===== config.mk =====
export PLATFORM = sky130hd
export DESIGN_NAME = afsk_correlation_demodulator_top_flat
export DESIGN_NICKNAME = d
export VERILOG_FILES = /design/src/afskcd_pkg.sv /design/src/afskcd_if.sv /design/src/afskcd_window.sv /design/src/afskcd_correlator.sv /design/src/afskcd_decision.sv /design/src/afsk_correlation_demodulator_top.sv /design/src/flat_wrapper.sv
export SDC_FILE = /design/constraint.sdc
export NUM_CORES = 2
export LEC_CHECK = 0
export ABC_AREA = 1
export BUFFER_PORTS_ARGS = -buffer_cell sky130_fd_sc_hd__buf_2
export CELL_PAD_IN_SITES_DETAIL_PLACEMENT = 0
export CELL_PAD_IN_SITES_GLOBAL_PLACEMENT = 1
export CORE_AREA = 2 2 297 299
export CTS_CLUSTER_SIZE = 24
export DETAILED_ROUTE_END_ITERATION = 16
export DIE_AREA = 0 0 299 301
export PLACE_DENSITY_LB_ADDON = 0.1
export SLEW_MARGIN = 20
export SYNTH_ARGS = -nofsm -noshare
export SYNTH_HDL_FRONTEND = slang
export SYNTH_SLANG_ARGS = --single-unit

===== constraint.sdc =====
create_clock -name clk_i -period 11.9 [get_ports clk_i]
set_input_delay 2.38 -clock clk_i [delete_from_list [all_inputs] [get_ports clk_i]]
set_output_delay 2.38 -clock clk_i [all_outputs]
set_load 0.05 [all_outputs]

===== src/afskcd_pkg.sv =====
// Shared types, widths and correlation coefficients for the AFSK demodulator.
// No dependencies; every other file imports this package.
package afskcd_pkg;

  localparam int Taps    = 8;
  localparam int SampleW = 8;
  localparam int TapW    = SampleW + 1;
  localparam int CoefW   = 8;
  localparam int ProdW   = TapW + CoefW;
  localparam int AccW    = 18;
  localparam int SumW    = SampleW + $clog2(Taps);
  localparam int MagW    = AccW - 8 + 1;
  localparam int ScoreW  = 11;
  localparam int CmpW    = MagW + 2;
  localparam int CfgIdxW = 2;
  localparam int CfgW    = 8;

  typedef enum logic [CfgIdxW-1:0] {
    CfgThreshold = 2'd0,
    CfgMidscale  = 2'd1
  } cfg_idx_e;

  typedef logic signed [SampleW-1:0] sample_t;
  typedef logic signed [TapW-1:0]    tap_t;
  typedef tap_t        [Taps-1:0]    tap_vec_t;
  typedef logic signed [CoefW-1:0]   coef_t;
  typedef logic signed [AccW-1:0]    acc_t;

  typedef struct packed {
    acc_t low_i;
    acc_t low_q;
    acc_t high_i;
    acc_t high_q;
  } corr_t;

  localparam coef_t CoefA [Taps] = '{8'sd64, 8'sd45, 8'sd0, -8'sd45,
                                     -8'sd64, -8'sd45, 8'sd0, 8'sd45};
  localparam coef_t CoefB [Taps] = '{8'sd0, 8'sd45, 8'sd64, 8'sd45,
                                     8'sd0, -8'sd45, -8'sd64, -8'sd45};
  localparam coef_t CoefC [Taps] = '{8'sd64, 8'sd8, -8'sd62, -8'sd24,
                                     8'sd55, 8'sd39, -8'sd45, -8'sd51};
  localparam coef_t CoefD [Taps] = '{8'sd0, 8'sd63, 8'sd17, -8'sd59,
                                     -8'sd32, 8'sd51, 8'sd45, -8'sd39};

  function automatic acc_t corr_dot(input tap_vec_t t, input coef_t c [Taps]);
    acc_t                    acc;
    logic signed [ProdW-1:0] prod;
    acc = '0;
    for (int k = 0; k < Taps; k++) begin
      prod = t[k] * c[k];
      acc  = acc + AccW'(prod);
    end
    return acc;
  endfunction

endpackage


===== src/afskcd_if.sv =====
// Valid/ready channel interfaces for samples in and demodulated results out.
// Depends on afskcd_pkg for field widths.
interface afskcd_in_if;
  import afskcd_pkg::*;
  logic               valid;
  logic               ready;
  logic [SampleW-1:0] adc_sample;

  modport source (output valid, output adc_sample, input ready);
  modport sink   (input valid, input adc_sample, output ready);
endinterface

interface afskcd_out_if;
  import afskcd_pkg::*;
  logic                     valid;
  logic                     ready;
  logic                     data_bit;
  logic signed [ScoreW-1:0] score;

  modport source (output valid, output data_bit, output score, input ready);
  modport sink   (input valid, input data_bit, input score, output ready);
endinterface


===== src/afskcd_window.sv =====
// Sample window: offset removal, 8-deep sample line and mean-removed taps.
// Depends on afskcd_pkg.
module afskcd_window (
  input  logic                            clk_i,
  input  logic                            rst_ni,
  input  logic                            in_valid_i,
  output logic                            in_ready_o,
  input  logic [afskcd_pkg::SampleW-1:0]  adc_sample_i,
  input  logic [afskcd_pkg::CfgW-1:0]     midscale_i,
  output logic                            taps_valid_o,
  input  logic                            taps_ready_i,
  output afskcd_pkg::tap_vec_t            taps_o
);
  import afskcd_pkg::*;

  sample_t              win_q [Taps];
  logic                 win_valid_q;
  logic                 taps_valid_q;
  tap_vec_t             taps_q;
  sample_t              s;
  logic                 accept;
  logic                 win_ready;
  logic                 win_move;
  logic signed [SumW-1:0] sum;
  sample_t              avg;

  assign s         = sample_t'(adc_sample_i - midscale_i);
  assign win_ready = !taps_valid_q || taps_ready_i;
  assign in_ready_o = !win_valid_q || win_ready;
  assign accept    = in_valid_i && in_ready_o;
  assign win_move  = win_valid_q && win_ready;

  // The window is kept oldest first, so index 0 is the oldest sample.
  always_ff @(posedge clk_i or negedge rst_ni) begin
    if (!rst_ni) begin
      for (int k = 0; k < Taps; k++) win_q[k] <= '0;
      win_valid_q <= 1'b0;
    end else begin
      if (accept) begin
        for (int k = 0; k < Taps - 1; k++) win_q[k] <= win_q[k+1];
        win_q[Taps-1] <= s;
      end
      if (accept) begin
        win_valid_q <= 1'b1;
      end else if (win_move) begin
        win_valid_q <= 1'b0;
      end
    end
  end

  always_comb begin
    sum = '0;
    for (int k = 0; k < Taps; k++) sum = sum + SumW'(win_q[k]);
  end

  assign avg = sum[SumW-1:SumW-SampleW];

  always_ff @(posedge clk_i or negedge rst_ni) begin
    if (!rst_ni) begin
      taps_valid_q <= 1'b0;
    end else if (win_ready) begin
      taps_valid_q <= win_valid_q;
    end
  end

  always_ff @(posedge clk_i) begin
    if (win_move) begin
      for (int k = 0; k < Taps; k++) taps_q[k] <= TapW'(win_q[k]) - TapW'(avg);
    end
  end

  assign taps_valid_o = taps_valid_q;
  assign taps_o       = taps_q;

  a_accept_fills: assert property (@(posedge clk_i) disable iff (!rst_ni)
    accept |=> win_valid_q)
    else $error("accepted item did not reach the window stage");

  a_newest_sample: assert property (@(posedge clk_i) disable iff (!rst_ni)
    accept |=> (win_q[Taps-1] == $past(s)))
    else $error("newest window entry does not match the accepted item");

endmodule


===== src/afskcd_correlator.sv =====
// Quadrature correlation of the eight taps against the 1200 Hz and 2200 Hz
// references. Depends on afskcd_pkg.
module afskcd_correlator (
  input  logic                  clk_i,
  input  logic                  rst_ni,
  input  logic                  taps_valid_i,
  output logic                  taps_ready_o,
  input  afskcd_pkg::tap_vec_t  taps_i,
  output logic                  corr_valid_o,
  input  logic                  corr_ready_i,
  output afskcd_pkg::corr_t     corr_o
);
  import afskcd_pkg::*;

  logic  corr_valid_q;
  corr_t corr_q;
  corr_t corr_d;
  logic  load;

  assign taps_ready_o = !corr_valid_q || corr_ready_i;
  assign load         = taps_valid_i && taps_ready_o;

  always_comb begin
    corr_d.low_i  = corr_dot(taps_i, CoefA);
    corr_d.low_q  = corr_dot(taps_i, CoefB);
    corr_d.high_i = corr_dot(taps_i, CoefC);
    corr_d.high_q = corr_dot(taps_i, CoefD);
  end

  always_ff @(posedge clk_i or negedge rst_ni) begin
    if (!rst_ni) begin
      corr_valid_q <= 1'b0;
    end else if (taps_ready_o) begin
      corr_valid_q <= taps_valid_i;
    end
  end

  always_ff @(posedge clk_i) begin
    if (load) begin
      corr_q <= corr_d;
    end
  end

  assign corr_valid_o = corr_valid_q;
  assign corr_o       = corr_q;

endmodule


===== src/afskcd_decision.sv =====
// Magnitudes, tone score and hysteresis decision, held in the result register.
// Depends on afskcd_pkg.
module afskcd_decision (
  input  logic                               clk_i,
  input  logic                               rst_ni,
  input  logic                               corr_valid_i,
  output logic                               corr_ready_o,
  input  afskcd_pkg::corr_t                  corr_i,
  input  logic [afskcd_pkg::CfgW-1:0]        threshold_i,
  output logic                               out_valid_o,
  input  logic                               out_ready_i,
  output logic                               data_bit_o,
  output logic signed [afskcd_pkg::ScoreW-1:0] score_o
);
  import afskcd_pkg::*;

  logic                     out_valid_q;
  logic                     held_bit_q;
  logic                     held_bit_d;
  logic signed [ScoreW-1:0] score_q;
  logic [MagW-1:0]          mag_a, mag_b, mag_c, mag_d;
  logic signed [CmpW-1:0]   score_full;
  logic signed [CmpW-1:0]   thr_ext;
  logic                     load;

  function automatic logic [MagW-1:0] mag_of(input acc_t x);
    logic signed [MagW-1:0] v;
    v = MagW'($signed(x[AccW-1:8]));
    return v[MagW-1] ? MagW'(-v) : MagW'(v);
  endfunction

  assign mag_a = mag_of(corr_i.low_i);
  assign mag_b = mag_of(corr_i.low_q);
  assign mag_c = mag_of(corr_i.high_i);
  assign mag_d = mag_of(corr_i.high_q);

  assign score_full = CmpW'(mag_c) + CmpW'(mag_d) - CmpW'(mag_a) - CmpW'(mag_b);
  assign thr_ext    = CmpW'(threshold_i);

  always_comb begin
    held_bit_d = held_bit_q;
    if (score_full > thr_ext) begin
      held_bit_d = 1'b1;
    end else if (score_full < -thr_ext) begin
      held_bit_d = 1'b0;
    end
  end

  assign corr_ready_o = !out_valid_q || out_ready_i;
  assign load         = corr_valid_i && corr_ready_o;

  always_ff @(posedge clk_i or negedge rst_ni) begin
    if (!rst_ni) begin
      out_valid_q <= 1'b0;
      held_bit_q  <= 1'b0;
    end else begin
      if (corr_ready_o) begin
        out_valid_q <= corr_valid_i;
      end
      if (load) begin
        held_bit_q <= held_bit_d;
      end
    end
  end

  always_ff @(posedge clk_i) begin
    if (load) begin
      score_q <= score_full[ScoreW-1:0];
    end
  end

  assign out_valid_o = out_valid_q;
  assign data_bit_o  = held_bit_q;
  assign score_o     = score_q;

  a_high_sets_bit: assert property (@(posedge clk_i) disable iff (!rst_ni)
    (load && (score_full > thr_ext)) |=> held_bit_q)
    else $error("score above threshold did not set the data bit");

  a_low_clears_bit: assert property (@(posedge clk_i) disable iff (!rst_ni)
    (load && (score_full < -thr_ext)) |=> !held_bit_q)
    else $error("score below negative threshold did not clear the data bit");

  a_bit_holds: assert property (@(posedge clk_i) disable iff (!rst_ni)
    !load |=> $stable(held_bit_q))
    else $error("data bit changed without a new item");

endmodule


===== src/afsk_correlation_demodulator_top.sv =====
// Top level of the Bell 202 AFSK correlation demodulator: configuration
// registers and the pipeline stages. Depends on afskcd_pkg, afskcd_if.
//
//   Channel   Direction  Payload
//   sample_i  in         adc_sample[7:0]
//   result_o  out        data_bit, score[10:0] signed
//   cfg_*     in         cfg_index_i 0 = threshold, 1 = midscale
//
// One item is accepted per cycle while no stall holds the sample window; its
// result reaches the result register after the tap and correlation registers.
// The stages are the sample window, the tap register, the correlation register
// and the result register, each with its own valid bit and ready path.
// A stalled result register back-pressures stage by stage, so empty stages
// keep accepting. Reset clears the window, the data bit and all valid bits.
module afsk_correlation_demodulator_top (
  input  logic                          clk_i,
  input  logic                          rst_ni,
  afskcd_in_if.sink                     sample_i,
  afskcd_out_if.source                  result_o,
  input  logic                          cfg_we_i,
  input  logic [afskcd_pkg::CfgIdxW-1:0] cfg_index_i,
  input  logic [afskcd_pkg::CfgW-1:0]   cfg_wdata_i
);
  import afskcd_pkg::*;

  logic [CfgW-1:0] threshold_q;
  logic [CfgW-1:0] midscale_q;
  logic            taps_valid;
  logic            taps_ready;
  tap_vec_t        taps;
  logic            corr_valid;
  logic            corr_ready;
  corr_t           corr;

  always_ff @(posedge clk_i or negedge rst_ni) begin
    if (!rst_ni) begin
      threshold_q <= CfgW'(4);
      midscale_q  <= CfgW'(127);
    end else if (cfg_we_i) begin
      case (cfg_idx_e'(cfg_index_i))
        CfgThreshold: threshold_q <= cfg_wdata_i;
        CfgMidscale:  midscale_q  <= cfg_wdata_i;
        default: ;
      endcase
    end
  end

  afskcd_window u_window (
    .clk_i        (clk_i),
    .rst_ni       (rst_ni),
    .in_valid_i   (sample_i.valid),
    .in_ready_o   (sample_i.ready),
    .adc_sample_i (sample_i.adc_sample),
    .midscale_i   (midscale_q),
    .taps_valid_o (taps_valid),
    .taps_ready_i (taps_ready),
    .taps_o       (taps)
  );

  afskcd_correlator u_correlator (
    .clk_i        (clk_i),
    .rst_ni       (rst_ni),
    .taps_valid_i (taps_valid),
    .taps_ready_o (taps_ready),
    .taps_i       (taps),
    .corr_valid_o (corr_valid),
    .corr_ready_i (corr_ready),
    .corr_o       (corr)
  );

  afskcd_decision u_decision (
    .clk_i        (clk_i),
    .rst_ni       (rst_ni),
    .corr_valid_i (corr_valid),
    .corr_ready_o (corr_ready),
    .corr_i       (corr),
    .threshold_i  (threshold_q),
    .out_valid_o  (result_o.valid),
    .out_ready_i  (result_o.ready),
    .data_bit_o   (result_o.data_bit),
    .score_o      (result_o.score)
  );

endmodule

===== src/flat_wrapper.sv =====
// flat-port wrapper written by rule: the top's interface ports become plain ports
module afsk_correlation_demodulator_top_flat import afskcd_pkg::*;
  (clk_i, rst_ni, cfg_we_i, cfg_index_i, cfg_wdata_i, sample_i_valid, sample_i_adc_sample, sample_i_ready, result_o_valid, result_o_data_bit, result_o_score, result_o_ready);
  afskcd_in_if sample_i_i ();
  afskcd_out_if result_o_i ();
  input  logic clk_i;
  input  logic rst_ni;
  input  logic cfg_we_i;
  input  logic [afskcd_pkg::CfgIdxW-1:0] cfg_index_i;
  input  logic [afskcd_pkg::CfgW-1:0] cfg_wdata_i;
  input wire logic [$bits(sample_i_i.valid)-1:0] sample_i_valid;
  input wire logic [$bits(sample_i_i.adc_sample)-1:0] sample_i_adc_sample;
  output wire logic [$bits(sample_i_i.ready)-1:0] sample_i_ready;
  output wire logic [$bits(result_o_i.valid)-1:0] result_o_valid;
  output wire logic [$bits(result_o_i.data_bit)-1:0] result_o_data_bit;
  output wire logic [$bits(result_o_i.score)-1:0] result_o_score;
  input wire logic [$bits(result_o_i.ready)-1:0] result_o_ready;
  assign sample_i_i.valid = sample_i_valid;
  assign sample_i_i.adc_sample = sample_i_adc_sample;
  assign sample_i_ready = sample_i_i.ready;
  assign result_o_valid = result_o_i.valid;
  assign result_o_data_bit = result_o_i.data_bit;
  assign result_o_score = result_o_i.score;
  assign result_o_i.ready = result_o_ready;
  afsk_correlation_demodulator_top u_core (.clk_i(clk_i), .rst_ni(rst_ni), .sample_i(sample_i_i), .result_o(result_o_i), .cfg_we_i(cfg_we_i), .cfg_index_i(cfg_index_i), .cfg_wdata_i(cfg_wdata_i));
endmodule

* Word-level counts from Yosys, hierarchy flattened
Cells that the tools add are included.
Widths: inputs -> output; s select.
** Storage, ports and cells
- Register bits :: 240
- Latch bits :: 0
- Bits in writable memories :: 0
- Memory bits (read-only) :: 0
- Output and inout port bits :: 14
- Memories :: 0
** Cells by class
- Add/sub/neg operators :: 50
- $mul :: 18
- Div/mod/pow operators :: 0
- Order comparisons :: 2
- Eq/ne operators :: 1
- Shift-type cells :: 0
- Multiplexer cells :: 8
- Bitwise operators :: 0
- Reduce and logical (&&, ||, !) cells :: 18
** Operator list (number)
- $mul 9x7->16 const B :: 15
- $add 18x16->18 :: 11
- $sub 8x8->9 :: 8
- $add 17x16->18 :: 3
- $add 18x17->18 :: 3
- $add 11x8->11 :: 4
- $mux 11 :: 4
- $neg 10->11 :: 4
- $add 16x15->17 :: 2
- $mul 9x6->15 const B :: 2
- $neg 9->11 :: 2
- $add 17x15->18 :: 1
- $add 15x16->17 :: 1
- $add 16x16->17 :: 1
- $add 15x12->16 :: 1
- $gt 13x9->1 :: 1
- $lt 13x13->1 :: 1
- $neg 8->13 :: 1
- $sub 12x11->13 :: 1
- $sub 13x11->13 :: 1
- $add 11x11->12 :: 1
- $mul 9x3->12 const B :: 1
- $neg 9->12 :: 1
- $add 10x8->11 :: 1
- 11 further kinds :: 26

* Longest topological paths before layout
- Depth after elaboration :: 8
- Mapped depth :: 40

* Modules after synthesis
A second synthesis with hierarchy kept.
** Unflattened totals
- Cells, all modules :: 4800
- Area total of the unflattened synthesis :: 44879.3 sq um
** By module, submodules not included
- afskcd_correlator :: instances 1, cells an instance 3282, area each 31884.3 sq um
- afskcd_window :: instances 1, cells an instance 1030, area each 9330.2 sq um
- afskcd_decision :: instances 1, cells an instance 417, area each 2959.1 sq um
- afsk_correlation_demodulator_top :: instances 1, cells an instance 71, area each 705.7 sq um

* Worst setup path after synthesis
OpenSTA, ideal clock, no wires.
- Path type :: register to register
- Start point :: register u_core.u_window.taps_q (netlist bit u_core.u_window.taps_o[35])
- End point :: register u_core.u_correlator.corr_q (netlist bit u_core.u_correlator.corr_o[35]), data pin
- Data arrival time :: 7776 ps
- Required time :: 11648 ps
- Path slack :: 3872 ps
- Cell stages (with the launch flop) :: 32
- Cells stage by stage :: edfxtp_1 ha_1 ha_1 ha_1 a21oi_1 o21ai_0 nor2_1 nor2_1 o21ai_0 nand2_1 xor2_1 fa_1 inv_1 fa_1 inv_1 fa_1 fa_1 inv_1 fa_1 inv_1 fa_1 inv_1 fa_1 fa_1 ha_1 nand2_1 nor4_1 nand2_1 nand2_1 inv_1 nand2_1 nand2_1
** RTL lines
- start: declaration :: line afskcd_window.sv:19 : tap_vec_t taps_q;
- end signal: assignment :: line afskcd_correlator.sv:40 : corr_q <= corr_d;
- end: declaration :: line afskcd_correlator.sv:16 : corr_t corr_q;

==> results.tsv <==
metric	value	unit
outcome	complete, no violations	
dr_wl_met2	61500	um
yosys_warnings	0	
synthTopCellsByArea	fa_1 (34%), ha_1 (22%), inv_1 (12%)	
finalSetupTns	0	ps
cts_setup_buffers	0	
worst_slew_margin_rel	19.7	%
top_layer	met4	
diodes	0	
regArea	5830	um^2
antenna_found_initial	1	
fill_cells	8251	
ctsResizeCount	0	
dieHeight	301	um
first_global_vias	32077	
syn_inst	4595	
setup_viol	0	
initial_core_util	49.9	%
netlist_area	43200	um^2
drive_above_1_share	3.28	%
htreeDepth	1	
cpMaxStageDelayCell	edfxtp_1	
synth-edff-count	123	
tightest_slew	1200	ps
synthArstFlopShare	40.9	%
min_path_cells	2	
io_pins	37	
clock.fmax	110	MHz
drt_iter0_markers	2061	
cp.arrival	9450	ps
cts_made_buffers	28	
drcViolationCount	0	
cts_root_buffer	clkbuf_16	
ys_top_cells_by_count	inv_1 (1,377), ha_1 (751), fa_1 (730)	
syn_area_per_cell	9.40	um^2
synth_top_cell_area_share	33.8	%
synth_seq_area_share	13.5	%
finalWeightedCongestion	0.977	
crit_required	12250	ps
clkSlewWorstSetupHoldPaths	70	ps
synth_ff_type	edfxtp_1	
dpl.hpwl	114000	um
critical_path.max_fanout	8	
cts_buffer_depth	3	
num_vias	29885	
nets	6182	
grt.overflow.total	0	
vias_per_cell	5.10	
yosys.area.top_type	fa_1	
cts_hold_buf	0	
clock_skew	52.6	ps
reg2regPathDepth	33	
worstSetupPathType	reg -> reg	
row_count	108	
worst_path_most_repeated_cell	fa_1	
portBuffers	36	
synth-seq-cells	208	
maxCapViolCount	0	
design.core.area	86500	um^2
hold_viol_final	0	
syn_to_final_growth	6.36	%
routed_wirelength	132000	um
synth.most_common_cell	inv_1	
grt_pass1_wl	202000	um
grt_max_degree	82	
start_kind	flip-flop	
clock-sinks	208	
multi_input_area	32100	um^2
grt_setup_unrepaired	no	
grtUsageTotal	30.6	%
hp-class	reg -> reg	
drt.antenna.violating_nets	0	
ys_types	46	
cts_tree	done	
timing.final.crit_period	9110	ps
dr.pass1.iters	5	
wl_per_cell	22.5	um
worstSkewPairLatency	630	ps
die_x	299	um
timing.final.crit_share	76.5	%
met1_length	58800	um
final_max_slew_viol_count	0	
critPathCaptureType	flip-flop	
dieArea	90000	um^2
slowest_delay	630	ps
dr_wl_met3	6310	um
-- final timing paths --
| path | end | start | slack [ps] |
|---|---|---|---|
| worst max-delay path | u_core.u_correlator.corr_o[35] | u_core.u_window.taps_o[28] | 2790 |
| worst min-delay path | u_core.u_decision.data_bit_o | u_core.u_decision.data_bit_o | 480 |
| worst max register to register | u_core.u_correlator.corr_o[35] | u_core.u_window.taps_o[28] | 2790 |
| worst min register to register | u_core.u_decision.data_bit_o | u_core.u_decision.data_bit_o | 480 |
| max in group asynchronous | u_core.threshold_q[4] | rst_ni | 9020 |
| min in group asynchronous | u_core.u_window.win_q[27] | rst_ni | 1710 |
-- placed cells by master (no fill, tap or decap), types with 39 or more instances in the layout --
cell / netlist / final
inv_1: 1377 / 1376
nand3_1: 109 / 109
nor2_1: 118 / 118
fa_1: 730 / 730
nand2_1: 540 / 540
dfrtp_1: 77 / 77
a21oi_1: 155 / 155
xor2_1: 185 / 185
buf_4: 3 / 39
edfxtp_1: 123 / 123
o21ai_0: 125 / 125
xnor2_1: 87 / 86
ha_1: 751 / 751
-- cell type report --
| type | instances | area share (%) |
|---|---|---|
| Multi-Input combinational cell | 2984 | 69.8 |
| Sequential cell | 208 | 12.7 |
| Inverter | 1382 | 11.3 |
| Tap cell | 1155 | 3.15 |
| Clock buffer | 36 | 1.70 |
| Timing Repair Buffer | 74 | 1.02 |
| Clock inverter | 16 | 0.330 |
-- kinds of logic (layout without fill, tap and decap cells) --
logic type	count (synthesis)	count (layout)	share of synthesized area [%]
flops	208	208	13.5
other cells	2	4	0.0174
compound gates	365	365	4.71
xor+xnor	275	275	5.63
simple gates	859	859	8.27
buf+inv	1405	1508	12.3
fa+ha+maj	1481	1481	55.6
-- through the flow --
step / util [%] / std cells / cell area [um^2] / hold slack, ps / worst slack [ps]
2_1_floorplan: - / 4597 / 43200 / 444 / 3870
3_3_place_gp: 52.0 / 5803 / 45000 / 460 / 3000
3_5_place_dp: 52.0 / 5803 / 45000 / 467 / 2930
4_1_cts: 53.1 / 5855 / 45900 / 483 / 2870
5_1_grt: 53.1 / 5855 / 45900 / 512 / 2240
6_report: 53.1 / 5855 / 45900 / 480 / 2790
-- metal layers --
metal,up-vias,global-route usage [%]
li1,14101,-
met1,14938,42.4
met2,666,50.8
met3,180,2.84
met4,0,10.3
met5,-,0
-- critical path, delay by kind of cell (launching register included) --
family	cells	cell delay, ps
buf+inv	8	670
fa+ha+maj	13	5560
xor+xnor	1	530
flops	1	630
compound gates	1	100
simple gates	10	1300
-- registers in the layout, indices dropped and copies added, names as in the netlist --
register	flops
u_core.u_window.win_valid_q	1
u_core.u_window.taps_valid_o	1
u_core.midscale_q	8
u_core.u_decision.score_o	11
u_core.u_decision.out_valid_o	1
u_core.u_window.win_q	64
u_core.u_decision.data_bit_o	1
u_core.u_correlator.corr_valid_o	1
u_core.threshold_q	8
u_core.u_correlator.corr_o	40
u_core.u_window.taps_o	72
Power is left out: the tool's default activity adds up to more than one toggle a clock period on the data nets, which glitch-free logic cannot reach.
